File: config.mk
export PLATFORM = sky130hd
export DESIGN_NAME = motor_command_frame_decoder
export DESIGN_NICKNAME = d
export VERILOG_FILES = /design/src/hdl/mcfd_pkg.sv /design/src/hdl/motor_command_frame_decoder.sv
export VERILOG_INCLUDE_DIRS = /design/src /design/src/hdl
export SDC_FILE = /design/constraint.sdc
export NUM_CORES = 1
export LEC_CHECK = 0
export ABC_CLOCK_PERIOD_IN_PS = 4500
export CORE_MARGIN = 10
export CORE_UTILIZATION = 58
export CTS_CLUSTER_DIAMETER = 50
export DETAILED_ROUTE_END_ITERATION = 8
export DONT_BUFFER_PORTS = 1
export PLACE_DENSITY = 0.85
export RECOVER_POWER = 100
export SLEW_MARGIN = 20
export SYNTH_ARGS = -nofsm -noshare
export SYNTH_HDL_FRONTEND = slang
export SYNTH_SLANG_ARGS = --single-unit
File: constraint.sdc
create_clock -name clk -period 4.5 [get_ports clk]
set_clock_uncertainty 0.05 [all_clocks]
set_input_delay 0.9 -clock clk [delete_from_list [all_inputs] [get_ports clk]]
set_output_delay 0.9 -clock clk [all_outputs]
set_load 0.01 [all_outputs]
File: src/hdl/motor_command_frame_decoder_macros.svh
// assertion helpers shared by the frame decoder
`ifndef MOTOR_COMMAND_FRAME_DECODER_MACROS_SVH
`define MOTOR_COMMAND_FRAME_DECODER_MACROS_SVH

// same-cycle implication, checked on every clock outside reset
`define MCFD_ASSERT_NOW(label, ante, cons, msg) \
  label: assert property (@(posedge clk) disable iff (!rst_n) (ante) |-> (cons)) \
    else $error(msg);

// next-cycle implication, checked on every clock outside reset
`define MCFD_ASSERT_NEXT(label, ante, cons, msg) \
  label: assert property (@(posedge clk) disable iff (!rst_n) (ante) |=> (cons)) \
    else $error(msg);

`endif

File: src/hdl/mcfd_pkg.sv
package mcfd_pkg;

  localparam logic [7:0] HEADER_BYTE   = 8'd127;
  localparam logic [7:0] CENTER_OFFSET = 8'd50;
  // offsets above this magnitude always saturate the duty
  localparam logic [7:0] MAG_LIMIT     = 8'd50;
  localparam logic [7:0] DUTY_MAX      = 8'd255;

  // duty = mag * 255 / 50 = (mag * 51 * 52429) >> 19, exact for mag up to 50
  localparam int unsigned  DUTY_SHIFT  = 19;
  localparam int unsigned  PROD_W      = 28;
  localparam logic [21:0]  DUTY_RECIP  = 22'd2673879;

  localparam logic [3:0]   INVERT_RESET = 4'hC;

  localparam int unsigned  HEADLIGHT_BIT = 0;
  localparam int unsigned  SLEEP_BIT     = 1;

  typedef enum logic {
    KIND_DRIVE = 1'b0,
    KIND_FLAGS = 1'b1
  } update_kind_t;

  typedef enum logic [5:0] {
    ST_IDLE  = 6'b000001,
    ST_MOT0  = 6'b000010,
    ST_MOT1  = 6'b000100,
    ST_MOT2  = 6'b001000,
    ST_MOT3  = 6'b010000,
    ST_FLAGS = 6'b100000
  } frame_state_t;

endpackage

File: src/hdl/motor_command_frame_decoder.sv
// Frame decoder for the drive link: takes one received byte per request, waits
// for the header byte 127, then turns the next four bytes into duty/direction
// updates for motors 0..3 and the fifth into a headlight/sleep flags update.
// A new byte can be accepted every clock cycle while in_stall is low; each
// accepted byte is held in the input register and then its result in the
// result register, and the header byte or bytes dropped while idle give no
// result. Back-pressure on the result side reaches in_stall only once both
// the input register and the result register hold a request. The invert mask
// (reset 4'hC) is written through the cfg port, which is always ready.
module motor_command_frame_decoder (
  input  logic       clk,
  input  logic       rst_n,

  input  logic       in_valid,
  output logic       in_stall,
  input  logic [7:0] in_rx_byte,

  output logic       out_valid,
  input  logic       out_stall,
  output logic       out_update_kind,
  output logic [1:0] out_motor_index,
  output logic [7:0] out_duty,
  output logic       out_direction_level,
  output logic       out_headlight_on,
  output logic       out_motor_sleep,

  input  logic       cfg_valid,
  output logic       cfg_ready,
  input  logic [3:0] cfg_direction_invert_mask
);

  mcfd_pkg::frame_state_t state_r, state_nxt;
  logic [3:0]             invert_mask_r;

  logic                   s1_valid_r;
  logic [7:0]             s1_byte_r;

  logic                   out_valid_r;
  logic                   kind_r;
  logic [1:0]             motor_idx_r;
  logic [7:0]             duty_r;
  logic                   dir_r;
  logic                   headlight_r;
  logic                   sleep_r;

  logic                   s2_free;
  logic                   s1_adv;
  logic                   in_accept;

  logic                   res_valid;
  logic                   res_kind;
  logic [1:0]             res_idx;
  logic                   res_drive;
  logic                   neg;
  logic [7:0]             mag;
  logic [mcfd_pkg::PROD_W-1:0] prod;
  logic [7:0]             duty_calc;

  assign cfg_ready = 1'b1;

  assign s2_free   = !out_valid_r || !out_stall;
  assign s1_adv    = s1_valid_r && s2_free;
  assign in_stall  = s1_valid_r && !s2_free;
  assign in_accept = in_valid && !in_stall;

  // offset from center and its magnitude
  assign neg = (s1_byte_r < mcfd_pkg::CENTER_OFFSET);
  assign mag = neg ? (mcfd_pkg::CENTER_OFFSET - s1_byte_r)
                   : (s1_byte_r - mcfd_pkg::CENTER_OFFSET);
  assign prod = mcfd_pkg::PROD_W'(mag[5:0]) * mcfd_pkg::PROD_W'(mcfd_pkg::DUTY_RECIP);
  assign duty_calc = (mag > mcfd_pkg::MAG_LIMIT) ? mcfd_pkg::DUTY_MAX
                   : prod[mcfd_pkg::DUTY_SHIFT+7:mcfd_pkg::DUTY_SHIFT];

  always_comb begin
    state_nxt = state_r;
    res_valid = 1'b0;
    res_kind  = mcfd_pkg::KIND_DRIVE;
    res_idx   = 2'd0;
    res_drive = 1'b0;
    unique case (state_r)
      mcfd_pkg::ST_IDLE: begin
        state_nxt = (s1_byte_r == mcfd_pkg::HEADER_BYTE) ? mcfd_pkg::ST_MOT0
                                                         : mcfd_pkg::ST_IDLE;
      end
      mcfd_pkg::ST_MOT0: begin
        state_nxt = mcfd_pkg::ST_MOT1;
        res_valid = 1'b1;
        res_drive = 1'b1;
        res_idx   = 2'd0;
      end
      mcfd_pkg::ST_MOT1: begin
        state_nxt = mcfd_pkg::ST_MOT2;
        res_valid = 1'b1;
        res_drive = 1'b1;
        res_idx   = 2'd1;
      end
      mcfd_pkg::ST_MOT2: begin
        state_nxt = mcfd_pkg::ST_MOT3;
        res_valid = 1'b1;
        res_drive = 1'b1;
        res_idx   = 2'd2;
      end
      mcfd_pkg::ST_MOT3: begin
        state_nxt = mcfd_pkg::ST_FLAGS;
        res_valid = 1'b1;
        res_drive = 1'b1;
        res_idx   = 2'd3;
      end
      mcfd_pkg::ST_FLAGS: begin
        state_nxt = mcfd_pkg::ST_IDLE;
        res_valid = 1'b1;
        res_kind  = mcfd_pkg::KIND_FLAGS;
      end
      default: begin
        state_nxt = mcfd_pkg::ST_IDLE;
      end
    endcase
  end

  // control state
  always_ff @(posedge clk) begin
    if (!rst_n) begin
      state_r       <= mcfd_pkg::ST_IDLE;
      invert_mask_r <= mcfd_pkg::INVERT_RESET;
      s1_valid_r    <= 1'b0;
      out_valid_r   <= 1'b0;
    end else begin
      if (cfg_valid && cfg_ready) begin
        invert_mask_r <= cfg_direction_invert_mask;
      end
      if (s1_adv) begin
        state_r <= state_nxt;
      end
      if (in_accept) begin
        s1_valid_r <= 1'b1;
      end else if (s1_adv) begin
        s1_valid_r <= 1'b0;
      end
      if (s2_free) begin
        out_valid_r <= s1_valid_r && res_valid;
      end
    end
  end

  // payload
  always_ff @(posedge clk) begin
    if (in_accept) begin
      s1_byte_r <= in_rx_byte;
    end
    if (s1_adv) begin
      kind_r      <= res_kind;
      motor_idx_r <= res_idx;
      duty_r      <= res_drive ? duty_calc : 8'd0;
      dir_r       <= res_drive && (neg ^ invert_mask_r[res_idx]);
      headlight_r <= !res_drive && s1_byte_r[mcfd_pkg::HEADLIGHT_BIT];
      sleep_r     <= !res_drive && s1_byte_r[mcfd_pkg::SLEEP_BIT];
    end
  end

  assign out_valid           = out_valid_r;
  assign out_update_kind     = kind_r;
  assign out_motor_index     = motor_idx_r;
  assign out_duty            = duty_r;
  assign out_direction_level = dir_r;
  assign out_headlight_on    = headlight_r;
  assign out_motor_sleep     = sleep_r;

`include "motor_command_frame_decoder_macros.svh"

  `MCFD_ASSERT_NOW(a_flags_clean, out_valid_r && (kind_r == mcfd_pkg::KIND_FLAGS), (duty_r == 8'd0) && (motor_idx_r == 2'd0) && !dir_r, "flags result carries drive fields")
  `MCFD_ASSERT_NOW(a_drive_clean, out_valid_r && (kind_r == mcfd_pkg::KIND_DRIVE), !headlight_r && !sleep_r, "drive result carries flags")
  `MCFD_ASSERT_NOW(a_stall_needs_item, in_stall, s1_valid_r && out_valid_r, "input stalled with room in the pipe")
  `MCFD_ASSERT_NEXT(a_header_starts, s1_adv && (state_r == mcfd_pkg::ST_IDLE) && (s1_byte_r == mcfd_pkg::HEADER_BYTE), state_r == mcfd_pkg::ST_MOT0, "header did not start a frame")
  `MCFD_ASSERT_NEXT(a_flags_ends, s1_adv && (state_r == mcfd_pkg::ST_FLAGS), (state_r == mcfd_pkg::ST_IDLE) && out_valid_r && (kind_r == mcfd_pkg::KIND_FLAGS), "flags byte did not close the frame")

endmodule
=== Word-level counts from Yosys, hierarchy flattened ===
Index checks and enable logic that the tools add are counted.

* Add/sub/neg operators: 2
* $mul: 1
* $lt $le $gt $ge: 3
* Eq/ne operators: 7
* Mux-type cells: 12
* Bitwise gates (word level): 1
* Reductions and logical operators: 16

{| class="wikitable"
|+ Operator list
! operator !! number
|-
| 6-bit one-hot mux with 5 select lines || 1
|-
| 6-bit by 22-bit multiplier with 27-bit output, second input constant || 1
|-
| 8-bit 2-to-1 mux || 2
|-
| 8-bit by 7-bit equality test with 1-bit output, second input constant || 1
|-
| 8-bit by 6-bit greater-than comparator with 1-bit output, second input constant || 1
|-
| 8-bit by 6-bit < comparator with 1-bit output, second input constant || 1
|-
| 6-bit by 8-bit subtractor with 8-bit output, first input constant || 1
|-
| 8-bit by 6-bit subtractor with 8-bit output, second input constant || 1
|-
| 1-bit logical AND || 7
|-
| 6-bit by 1-bit equality test with 1-bit output, second input constant || 1
|-
| 6-bit by 2-bit equality test with 1-bit output, second input constant || 1
|-
| 6-bit by 3-bit equality test with 1-bit output, second input constant || 1
|-
| 6-bit by 4-bit equality test with 1-bit output, second input constant || 1
|-
| 6-bit by 5-bit equality test with 1-bit output, second input constant || 1
|-
| 6-bit equality test, second input constant || 1
|-
| 1-bit 2-to-1 mux || 6
|-
| 2-bit one-hot mux with 3 select lines || 1
|-
| 1-bit zero test || 5
|-
| 5-bit OR reduction || 1
|-
| 4-bit OR reduction || 1
|-
| 2-bit by 3-bit < comparator with 1-bit output, second input constant || 1
|-
| 1-bit binary-select mux with 2-bit select || 1
|-
| 2-bit 2-to-1 mux || 1
|-
| 2-bit nonzero test || 1
|-
| 2 further kinds || 2
|}

* Register bits: 34
* Input port bits: 17
* Output and inout bits: 17

=== Longest topological paths before layout ===
Gate-level depths: netlist (run 1).

* Depth after elaboration: 7
* Gate-level depth with buffers: 21
* Gate-level depth less buffers: 20

=== Worst setup path after synthesis (run 1) ===
Ideal clock, no wire load.

* Path type: reg-to-reg
* Start: reg s1_byte_r[2]
* End: reg duty_r[2], in the netlist out_duty[2], data pin
* Arrival time: 4628 ps
* Required time: 4189 ps
* Setup slack: -439 ps
* Cell stages (with the launch flop): 21
* Cell sequence: edfxtp_1 -> buf_6 -> inv_1 -> ha_1 -> or3b_4 -> a311oi_2 -> a21oi_1 -> nand2b_1 -> o31a_1 -> inv_1 -> fa_1 -> fa_1 -> fa_1 -> inv_1 -> ha_1 -> o21a_1 -> nor2_1 -> nor4b_1 -> o41ai_1 -> nand2_1 -> o311a_1

* Word-level cells in the longest chain between the ends: 4
* Elaborated cells on any way between the ends: 7
* Those cells by class: add/sub (2); mul (1); order compare (2); mux (2)

{| class="wikitable"
|+ RTL lines
! item !! RTL line !! RTL
|-
| start: declaration || motor_command_frame_decoder.sv:36 || <nowiki>logic [7:0] s1_byte_r;</nowiki>
|-
| start signal: assignment || motor_command_frame_decoder.sv:148 || <nowiki>s1_byte_r <= in_rx_byte;</nowiki>
|-
| 8-bit by 6-bit subtractor with 8-bit output (tied with other cells) || motor_command_frame_decoder.sv:69 || <nowiki>: (s1_byte_r - mcfd_pkg::CENTER_OFFSET);</nowiki>
|-
| 8-bit 2-to-1 mux (*) || motor_command_frame_decoder.sv:68 || <nowiki>assign mag = neg ? (mcfd_pkg::CENTER_OFFSET - s1_byte_r)</nowiki>
|-
| 6-bit by 22-bit multiplier with 27-bit output / 8-bit by 6-bit greater-than comparator with 1-bit output (equally long branches) || motor_command_frame_decoder.sv:70, motor_command_frame_decoder.sv:71 ||
|-
| 8-bit 2-to-1 mux (*) || motor_command_frame_decoder.sv:71 || <nowiki>assign duty_calc = (mag > mcfd_pkg::MAG_LIMIT) ? mcfd_pkg::DUTY_MAX</nowiki>
|-
| end signal: assignment || motor_command_frame_decoder.sv:153 || <nowiki>duty_r <= res_drive ? duty_calc : 8'd0;</nowiki>
|-
| end: declaration || motor_command_frame_decoder.sv:41 || <nowiki>logic [7:0] duty_r;</nowiki>
|}

Every way passes the cells marked *; elsewhere a longest branch is shown, timed or not.
A chain may end at the register's enable or synchronous reset.

=== Final worst setup path (run 1) ===
Ends and elaborated chain as after synthesis.

==> results.cfg, run 1 <==
[critical_path]
cp.required_ns = 4.49
regToRegStartpoint = s1_byte_r[2]
start_kind = register
worstSetupStartpoint = s1_byte_r[2]
r2r_setup_slack_ns = -0.70
path_max_fanout = 4
cp.arrival_ns = 5.19
critPathCaptureType = register
critPathKind = reg2reg

[route]
drtAntennaViolNets = 0
drt-total-wl_um = 11600
first_pass_iters = 5
drc = 0
wl_per_cell_um = 21.0
drt_iter0_drc = 263
via_count = 3518
via_per_inst = 6.35

[clock_network]
clockRootBuffer = clkbuf_8
path_clk_slew_ns = 0.08
clk_latency_ns = 0.29
cts_tree = built
clockBufferDepth = 2
cts_buffers = 5
cts_sinks = 34
htreeDepth = 2
ctsHoldBuffers = 0

[timing]
setup_ws_ns = -0.704
tightestPinTransition_ns = 0.957
rsz0062_at_grt = true
fmax_mhz = 192
setup_violations = 8
hold_viol = 0
fin_hold_ws_ns = 0.428
finalSetupTns_ns = -4.25
relSlewSlack_pct = 36.2
slew_viol_final = 0
finalCritPeriodShare_pct = 116
layout_min_cycle_time_ns = 5.20

[yosys]
synth_nets = 475
syn_inst = 387
yosysMostFrequentCell = ha_1
yosys.area.top_type = ha_1
ys_seq_area_share_pct = 25.1
async_reset_ff_share_pct = 0
synth-edff-count = 22
synth_ff_type = edfxtp_1
yosys-top-cells-area = ha_1 (20%), edfxtp_1 (18%), fa_1 (8.4%)
syn_area_um2 = 3590
synth_top_area_share_pct = 19.5
post_synth_most_frequent_cells = ha_1 (56), inv_1 (48), nand2_1 (30)
synth.ff_latch_count = 34
synth_cell_type_count = 66
yosys_warnings = 0
syn_avg_cell_area_um2 = 9.28

[floorplan]
rows = 28
die_area_um2 = 9740
dieHeight_um = 98.7
die_x_um = 98.7
coreArea_um2 = 5960
ioPinCount = 34
start_util_pct = 60.3

[layout]
num_antenna_cells = 0
final_nets = 566
fin_area_um2 = 4880
area_delta_synth_final_pct = 35.8
final_cells = 554
drive_gt1_share_pct = 37.4
fillerInstances = 315
fin_util_pct = 81.9

[placed_design]
placed_area_um2 = 4230
dpl.hpwl_um = 7490
pre_cts_ws_ns = -0.606
place_inst = 521
gp_congestion = 0.937
numPortBuffers = 0

[hold_path]
hp-start = invert_mask_r[2]
hp-class = reg2reg

[power]
leakage_nw = 2.24
max-vdd-ir-drop_mv = 0.499
total_power_mw = 2.46
powerDensity_nw_per_um2 = 504

[outcome]
status = complete, but fails checks
failed_checks = negative setup slack

[grt]
grt_max_degree = 17
gr-usage-all-layers_pct = 21.7
grt_pass1_vias = 3756
grt_pass1_wl_um = 17800
antenna_found_initial = 0
grt_remaining_overflow = 0

[job]
cap_violations = 0
## cell type report
type,instances,area (um^2),share of cell area (%)
inverter,48,183,3.74
clock buffer,6,82.6,1.69
clock inverter,2,11.3,0.231
multi-input combinational,294,2870,58.8
tap,75,93.8,1.92
timing repair buffer,95,741,15.2
sequential,34,901,18.5
## where the power goes
| part | internal (mW) | leakage (nW) | switching, mW |
|---|---|---|---|
| Sequential | 0.346 | 0.307 | 0.0145 |
| Combinational | 0.886 | 1.88 | 0.976 |
| Clock | 0.123 | 0.0515 | 0.112 |
## path summary, 6_finish.rpt
check | end | cells past startpoint
setup / recovery | out_duty[2] | 21
hold / removal | invert_mask_r[2] | 2
setup reg to reg | out_duty[2] | 21
hold reg to reg | invert_mask_r[2] | 2
## state kept, by name, indices dropped and copies added (netlist names)
| register | cells |
|---|---|
| out_motor_sleep | 1 |
| invert_mask_r | 4 |
| s1_byte_r | 8 |
| state_r | 6 |
| s1_valid_r | 1 |
| out_motor_index | 2 |
| out_duty | 8 |
| out_valid | 1 |
| out_update_kind | 1 |
| out_headlight_on | 1 |
| out_direction_level | 1 |
## critical path, cell delays in order, from the launching register on
cell      delay, ns
edfxtp_1       0.42
inv_4          0.10
ha_4           0.12
or3b_4         0.40
a311oi_4       0.26
a21oi_2        0.07
nand2b_4       0.16
o31a_1         0.17
buf_4          0.18
ha_4           0.16
fa_1           0.49
inv_1          0.05
fa_1           0.50
inv_1          0.08
ha_4           0.27
o21a_1         0.10
o211ai_1       0.22
buf_4          0.19
nor4b_4        0.05
o41ai_2        0.43
nand2_1        0.16
o311a_1        0.31
## cell families after synthesis
| logic type | count (synthesis) | synth area share [%] |
|---|---|---|
| flops | 34 | 25.1 |
| compound gates | 97 | 19.4 |
| fa+ha+maj | 71 | 27.9 |
| simple gates | 109 | 16.1 |
| mux | 8 | 2.23 |
| xor+xnor | 8 | 1.95 |
| other cells | 1 | 0.104 |
| buf+inv | 59 | 7.24 |
## cell usage in the layout, fill, tap and decap left out, types with 3 or more instances in the layout
| cell | instances |
|---|---|
| mux2i_1 | 8 |
| a21oi_2 | 4 |
| o21ai_0 | 8 |
| nor2_1 | 17 |
| nand3_1 | 5 |
| a21oi_1 | 14 |
| buf_4 | 90 |
| edfxtp_1 | 22 |
| ha_1 | 40 |
| or2_2 | 5 |
| a211oi_2 | 4 |
| a221oi_2 | 4 |
| a211oi_1 | 3 |
| clkbuf_8 | 6 |
| o21ai_2 | 5 |
| xor2_1 | 5 |
| fa_1 | 13 |
| o311a_1 | 3 |
| nand2_1 | 29 |
| o21ai_1 | 5 |
| ha_4 | 15 |
| o21bai_1 | 3 |
| a31oi_1 | 3 |
| nor2b_1 | 8 |
| inv_2 | 7 |
| nor3_1 | 5 |
| xnor2_1 | 3 |
| buf_6 | 4 |
| o21a_1 | 6 |
| or4_1 | 4 |
| a21o_1 | 10 |
| inv_1 | 40 |
| dfxtp_1 | 12 |
## routing by layer
metal  GRT usage [%]  part of all wire [%]  vias to the layer above
met1            22.8                    38                     1675
li1                -                     -                     1582
met5               0                     0                        -
met4            9.81                   4.6                        0
met3            4.33                   6.3                       67
met2            40.6                    51                      194
## what timing repair did
action,in CTS,in global routing
setup buffers,19,8
pin swaps,22,32
setup endpoints to repair,8,8
resized for setup,29,38
Power figures use the tool's default switching activity.
==> inputs of run 2 (changes only) <==
Settings changed: RECOVER_POWER 100 to not set.
==> results.cfg, run 2 (synthesized netlist as in run 1, its figures left out) <==
[floorplan]
die_area_um2 = 9740
rows = 28
dieHeight_um = 98.7
coreArea_um2 = 5960
start_util_pct = 60.3
ioPinCount = 34
die_x_um = 98.7

[layout]
final_nets = 566
multi_input_area_um2 = 2870
drive_gt1_share_pct = 37.6
fillerInstances = 313
final_common_cell = buf_4
num_antenna_cells = 0
final_cell_mix = buf_4 (90), inv_1 (40), ha_1 (40)
final_cells = 554
area_delta_synth_final_pct = 35.9
ff_latch_area_um2 = 901

[critical_path]
critPathCaptureType = register
cp_cell_sequence = inv_4 -> ha_4 -> or3b_4 -> a311oi_4 -> a21oi_2 -> nand2b_4 -> o31a_1 -> buf_4 -> ha_4 -> fa_1 -> inv_1 -> fa_1 -> inv_1 -> ha_4 -> o21a_1 -> o211ai_1 -> buf_4 -> nor4b_4 -> o41ai_2 -> nand2_1 -> o311a_1
cp.required_ns = 4.49
critPathKind = reg2reg
regToRegStartpoint = s1_byte_r[2]
cpMostUsedCell = ha_4
path_delay_family = compound AO/OA/AOI/OAI gates
path_max_fanout = 4
cpMaxStageDelayCell = fa_1
worst-path-buf-inv = 5
start_kind = register
worstSetupStartpoint = s1_byte_r[2]
cpPeakStageDelay_ns = 0.50
cp.arrival_ns = 5.20

[clock_network]
clockRootBuffer = clkbuf_8
htreeDepth = 2
clk_latency_ns = 0.29
cts_sinks = 34
path_clk_slew_ns = 0.08
cts_buffers = 5
cts_tree = built
ctsHoldBuffers = 0
clockBufferDepth = 2

[outcome]
failed_checks = negative setup slack
status = complete, but fails checks

[placed_design]
gp_congestion = 0.937
place_inst = 521
numPortBuffers = 0
dpl.hpwl_um = 7490

[timing]
layout_min_cycle_time_ns = 5.21
relSlewSlack_pct = 53.1
hold_viol = 0
rsz0062_at_grt = true
slew_viol_final = 0
finalCritPeriodShare_pct = 116
setup_violations = 8
tightestPinTransition_ns = 0.703
setup_ws_ns = -0.707
fmax_mhz = 192
fin_hold_ws_ns = 0.428

[power]
max-vdd-ir-drop_mv = 0.503
leakage_nw = 2.24
powerDensity_nw_per_um2 = 504

[route]
wl_per_cell_um = 21.0
drc = 0
drt_iter0_drc = 201
drtAntennaViolNets = 0
via_count = 3514
first_pass_iters = 5
drt-total-wl_um = 11600
via_per_inst = 6.34

[hold_path]
hp-start = invert_mask_r[2]
hp-class = reg2reg

[grt]
grt_max_degree = 17
gr-usage-all-layers_pct = 21.7
grt_remaining_overflow = 0
grt_pass1_wl_um = 17800
antenna_found_initial = 0
grt_pass1_vias = 3756

[job]
cap_violations = 0
[run 2: cell counts in the layout (fill, tap and decap cells not counted)]
Identical to the previous run, type by type.
[run 2: what timing repair did]
item	in CTS	in global routing
gates resized for setup	29	38
setup buffers	19	8
gates cloned	0	0
pin swaps	22	32
setup endpoints to repair	8	8
[run 2: layer usage]
layer  share of wire, %  track usage (%)  vias up
li1                   -                -     1583
met1                 38             22.8     1677
met2                 52             40.6      191
met3                6.1             4.33       63
met4                4.3             9.81        0
met5                  0                0        -
[run 2: worst paths after layout]
| path | end | slack, ns | cells past startpoint |
|---|---|---|---|
| min | invert_mask_r[2] | 0.43 | 2 |
| max reg2reg | out_duty[2] | -0.71 | 21 |
| min reg2reg | invert_mask_r[2] | 0.43 | 2 |
| max | out_duty[2] | -0.71 | 21 |
[run 2: worst register-to-register path, delay by kind of cell, from the launching register on]
| family | cells | cell delay, ns |
|---|---|---|
| AO/OA/AOI/OAI | 7 | 1.58 |
| buffers and inverters | 5 | 0.60 |
| adder cells (fa/ha/maj) | 5 | 1.54 |
| flip-flops | 1 | 0.42 |
| AND/OR/NAND/NOR | 4 | 0.78 |
[run 2: area by class of cell]
type,instances,area share (%)
Clock inverter,2,0.231
Multi-Input combinational cell,294,58.8
Inverter,48,3.74
Sequential cell,34,18.4
Tap cell,75,1.92
Clock buffer,6,1.69
Timing Repair Buffer,95,15.2
[run 2: through the flow]
step | utilization [%] | power (mW) | TNS, ns | area [um^2] | worst slack [ns]
finish | 82.0 | 2.46 | -4.20 | 4880 | -0.707
detailed placement | 71.0 | 1.67 | -4.07 | 4230 | -0.606
global route | 82.0 | 2.59 | -5.28 | 4880 | -0.870
floorplan | - | 1.21 | -0.776 | 3690 | -0.189
CTS | 77.6 | 2.11 | -3.52 | 4620 | -0.509
global placement | 71.0 | 1.61 | -2.62 | 4230 | -0.414
[run 2: where the power goes]
part	switching, mW	internal (mW)
clock	0.113	0.123
combinational	0.977	0.886
sequential	0.0145	0.346
total	1.10	1.36
==> inputs of run 3 (changes only) <==
Settings changed: BUFFER_PORTS_ARGS set to -buffer_cell sky130_fd_sc_hd__buf_2, CORE_UTILIZATION 58 to 55, DONT_BUFFER_PORTS 1 to not set, PLACE_DENSITY 0.85 to 0.87.
==> results.cfg, run 3 (synthesized netlist as in run 1, its figures left out) <==
[timing]
slew_viol_final = 0
tightestPinTransition_ns = 0.708
finalCritPeriodShare_pct = 117
hold_viol = 0
layout_min_cycle_time_ns = 5.27
rsz0062_at_grt = true
setup_ws_ns = -0.766
relSlewSlack_pct = 52.7
fmax_mhz = 190
setup_violations = 8

[critical_path]
r2r_setup_slack_ns = -0.77
critPathKind = reg2reg
path_delay_family = compound AO/OA/AOI/OAI gates
r2r-end = out_duty[2]
worstSetupStartpoint = s1_byte_r[2]
cp.arrival_ns = 5.26
critPathCaptureType = register
cpMaxStageDelayCell = fa_1
ff2ff_path_depth = 18
endpoint = out_duty[2]
start_kind = register
path_max_fanout = 4
worst-path-buf-inv = 2
cp.depth = 18
cp_cell_sequence = inv_4 -> ha_4 -> or3b_4 -> a311oi_2 -> a21oi_2 -> nand2b_1 -> o31a_1 -> ha_4 -> fa_1 -> fa_1 -> ha_4 -> o21a_1 -> o211ai_1 -> buf_4 -> nor4b_4 -> o41ai_2 -> nand2_1 -> o311a_1
cpPeakStageDelay_ns = 0.55
cpMostUsedCell = ha_4
cp.required_ns = 4.49
regToRegStartpoint = s1_byte_r[2]

[layout]
fin_util_pct = 77.1
num_antenna_cells = 0
area_delta_synth_final_pct = 36.4
final_nets = 581
drive_gt1_share_pct = 39.7
final_cells = 571
final_cell_mix = buf_4 (75), ha_1 (42), inv_1 (37)
final_common_cell = buf_4

[power]
total_power_mw = 2.50
leakage_nw = 2.28
max-vdd-ir-drop_mv = 0.649
powerDensity_nw_per_um2 = 511

[route]
drt_iter0_drc = 146
via_count = 3438
via_per_inst = 6.02
drt-total-wl_um = 10600
first_pass_iters = 5
wl_per_cell_um = 18.6
drtAntennaViolNets = 0
drc = 0

[floorplan]
die_area_um2 = 10200
coreArea_um2 = 6350
rows = 29
ioPinCount = 34
dieHeight_um = 101
die_x_um = 101
start_util_pct = 56.6

[grt]
antenna_found_initial = 0
gr-usage-all-layers_pct = 19.7
grt_max_degree = 17
grt_pass1_wl_um = 16700
grt_remaining_overflow = 0
grt_pass1_vias = 3683

[placed_design]
gp_congestion = 0.968
dpl.hpwl_um = 7710
numPortBuffers = 32
place_inst = 556

[clock_network]
htreeDepth = 2
clockBufferDepth = 2
path_clk_slew_ns = 0.08
cts_buffers = 5
cts_tree = built
clk_latency_ns = 0.29
cts_sinks = 34
ctsHoldBuffers = 0
clockRootBuffer = clkbuf_8

[job]
cap_violations = 0

[hold_path]
hp-class = reg2reg

[outcome]
failed_checks = negative setup slack
status = complete, but fails checks
-- run 3: repair_timing --
action / in CTS / in global routing
resized for setup: 26 / 37
endpoints found under the hold margin: 0 / 0
buffers inserted: 5 / 4
pin swaps: 20 / 32
setup endpoints to repair: 8 / 8
-- run 3: how the worst min path moves through the flow --
stage,from,end,slack [ns],cells past startpoint
3_5_place_dp,invert_mask_r[2],invert_mask_r[2],0.44,2
5_1_grt,invert_mask_r[1],invert_mask_r[1],0.49,2
3_3_place_gp,invert_mask_r[2],invert_mask_r[2],0.41,2
6_report,out_valid,out_valid,0.46,2
2_1_floorplan,invert_mask_r[3],invert_mask_r[3],0.39,2
4_1_cts,invert_mask_r[2],invert_mask_r[2],0.46,2
-- run 3: metal layers --
| metal | share of wire [%] | up-vias | GRT usage, % |
|---|---|---|---|
| met5 | 0 | - | 0 |
| met4 | 4.5 | 0 | 6.20 |
| met3 | 5.0 | 46 | 3.50 |
| met2 | 52 | 144 | 36.9 |
| met1 | 38 | 1640 | 21.6 |
| li1 | - | 1608 | - |
-- run 3: area by class of cell --
class	instances	area (um^2)
Clock buffer	7	119
Clock inverter	1	8.76
Inverter	48	185
Tap cell	77	96.3
Sequential cell	34	901
Fill cell	396	1450
Timing Repair Buffer	110	766
Multi-Input combinational cell	294	2820
-- run 3: through the flow --
stage | setup TNS, ns | worst slack (ns) | hold WS (ns) | instance area (um^2)
floorplan | -0.776 | -0.189 | 0.391 | 3690
global placement | -2.87 | -0.457 | 0.405 | 4400
detailed placement | -4.50 | -0.703 | 0.442 | 4400
CTS | -3.71 | -0.541 | 0.462 | 4710
global route | -5.77 | -0.903 | 0.489 | 4900
finish | -4.46 | -0.766 | 0.461 | 4900
-- run 3: report_power, final --
part / switching [mW] / total, mW / internal [mW]
clock network: 0.120 / 0.297 / 0.177
logic: 0.983 / 1.85 / 0.865
registers: 0.0100 / 0.356 / 0.346
total: 1.11 / 2.50 / 1.39
-- run 3: worst min-delay path, cell delays in order (launching register included) --
cell,delay (ns)
dfxtp_1,0.32
nand2_1,0.07
a21boi_0,0.08
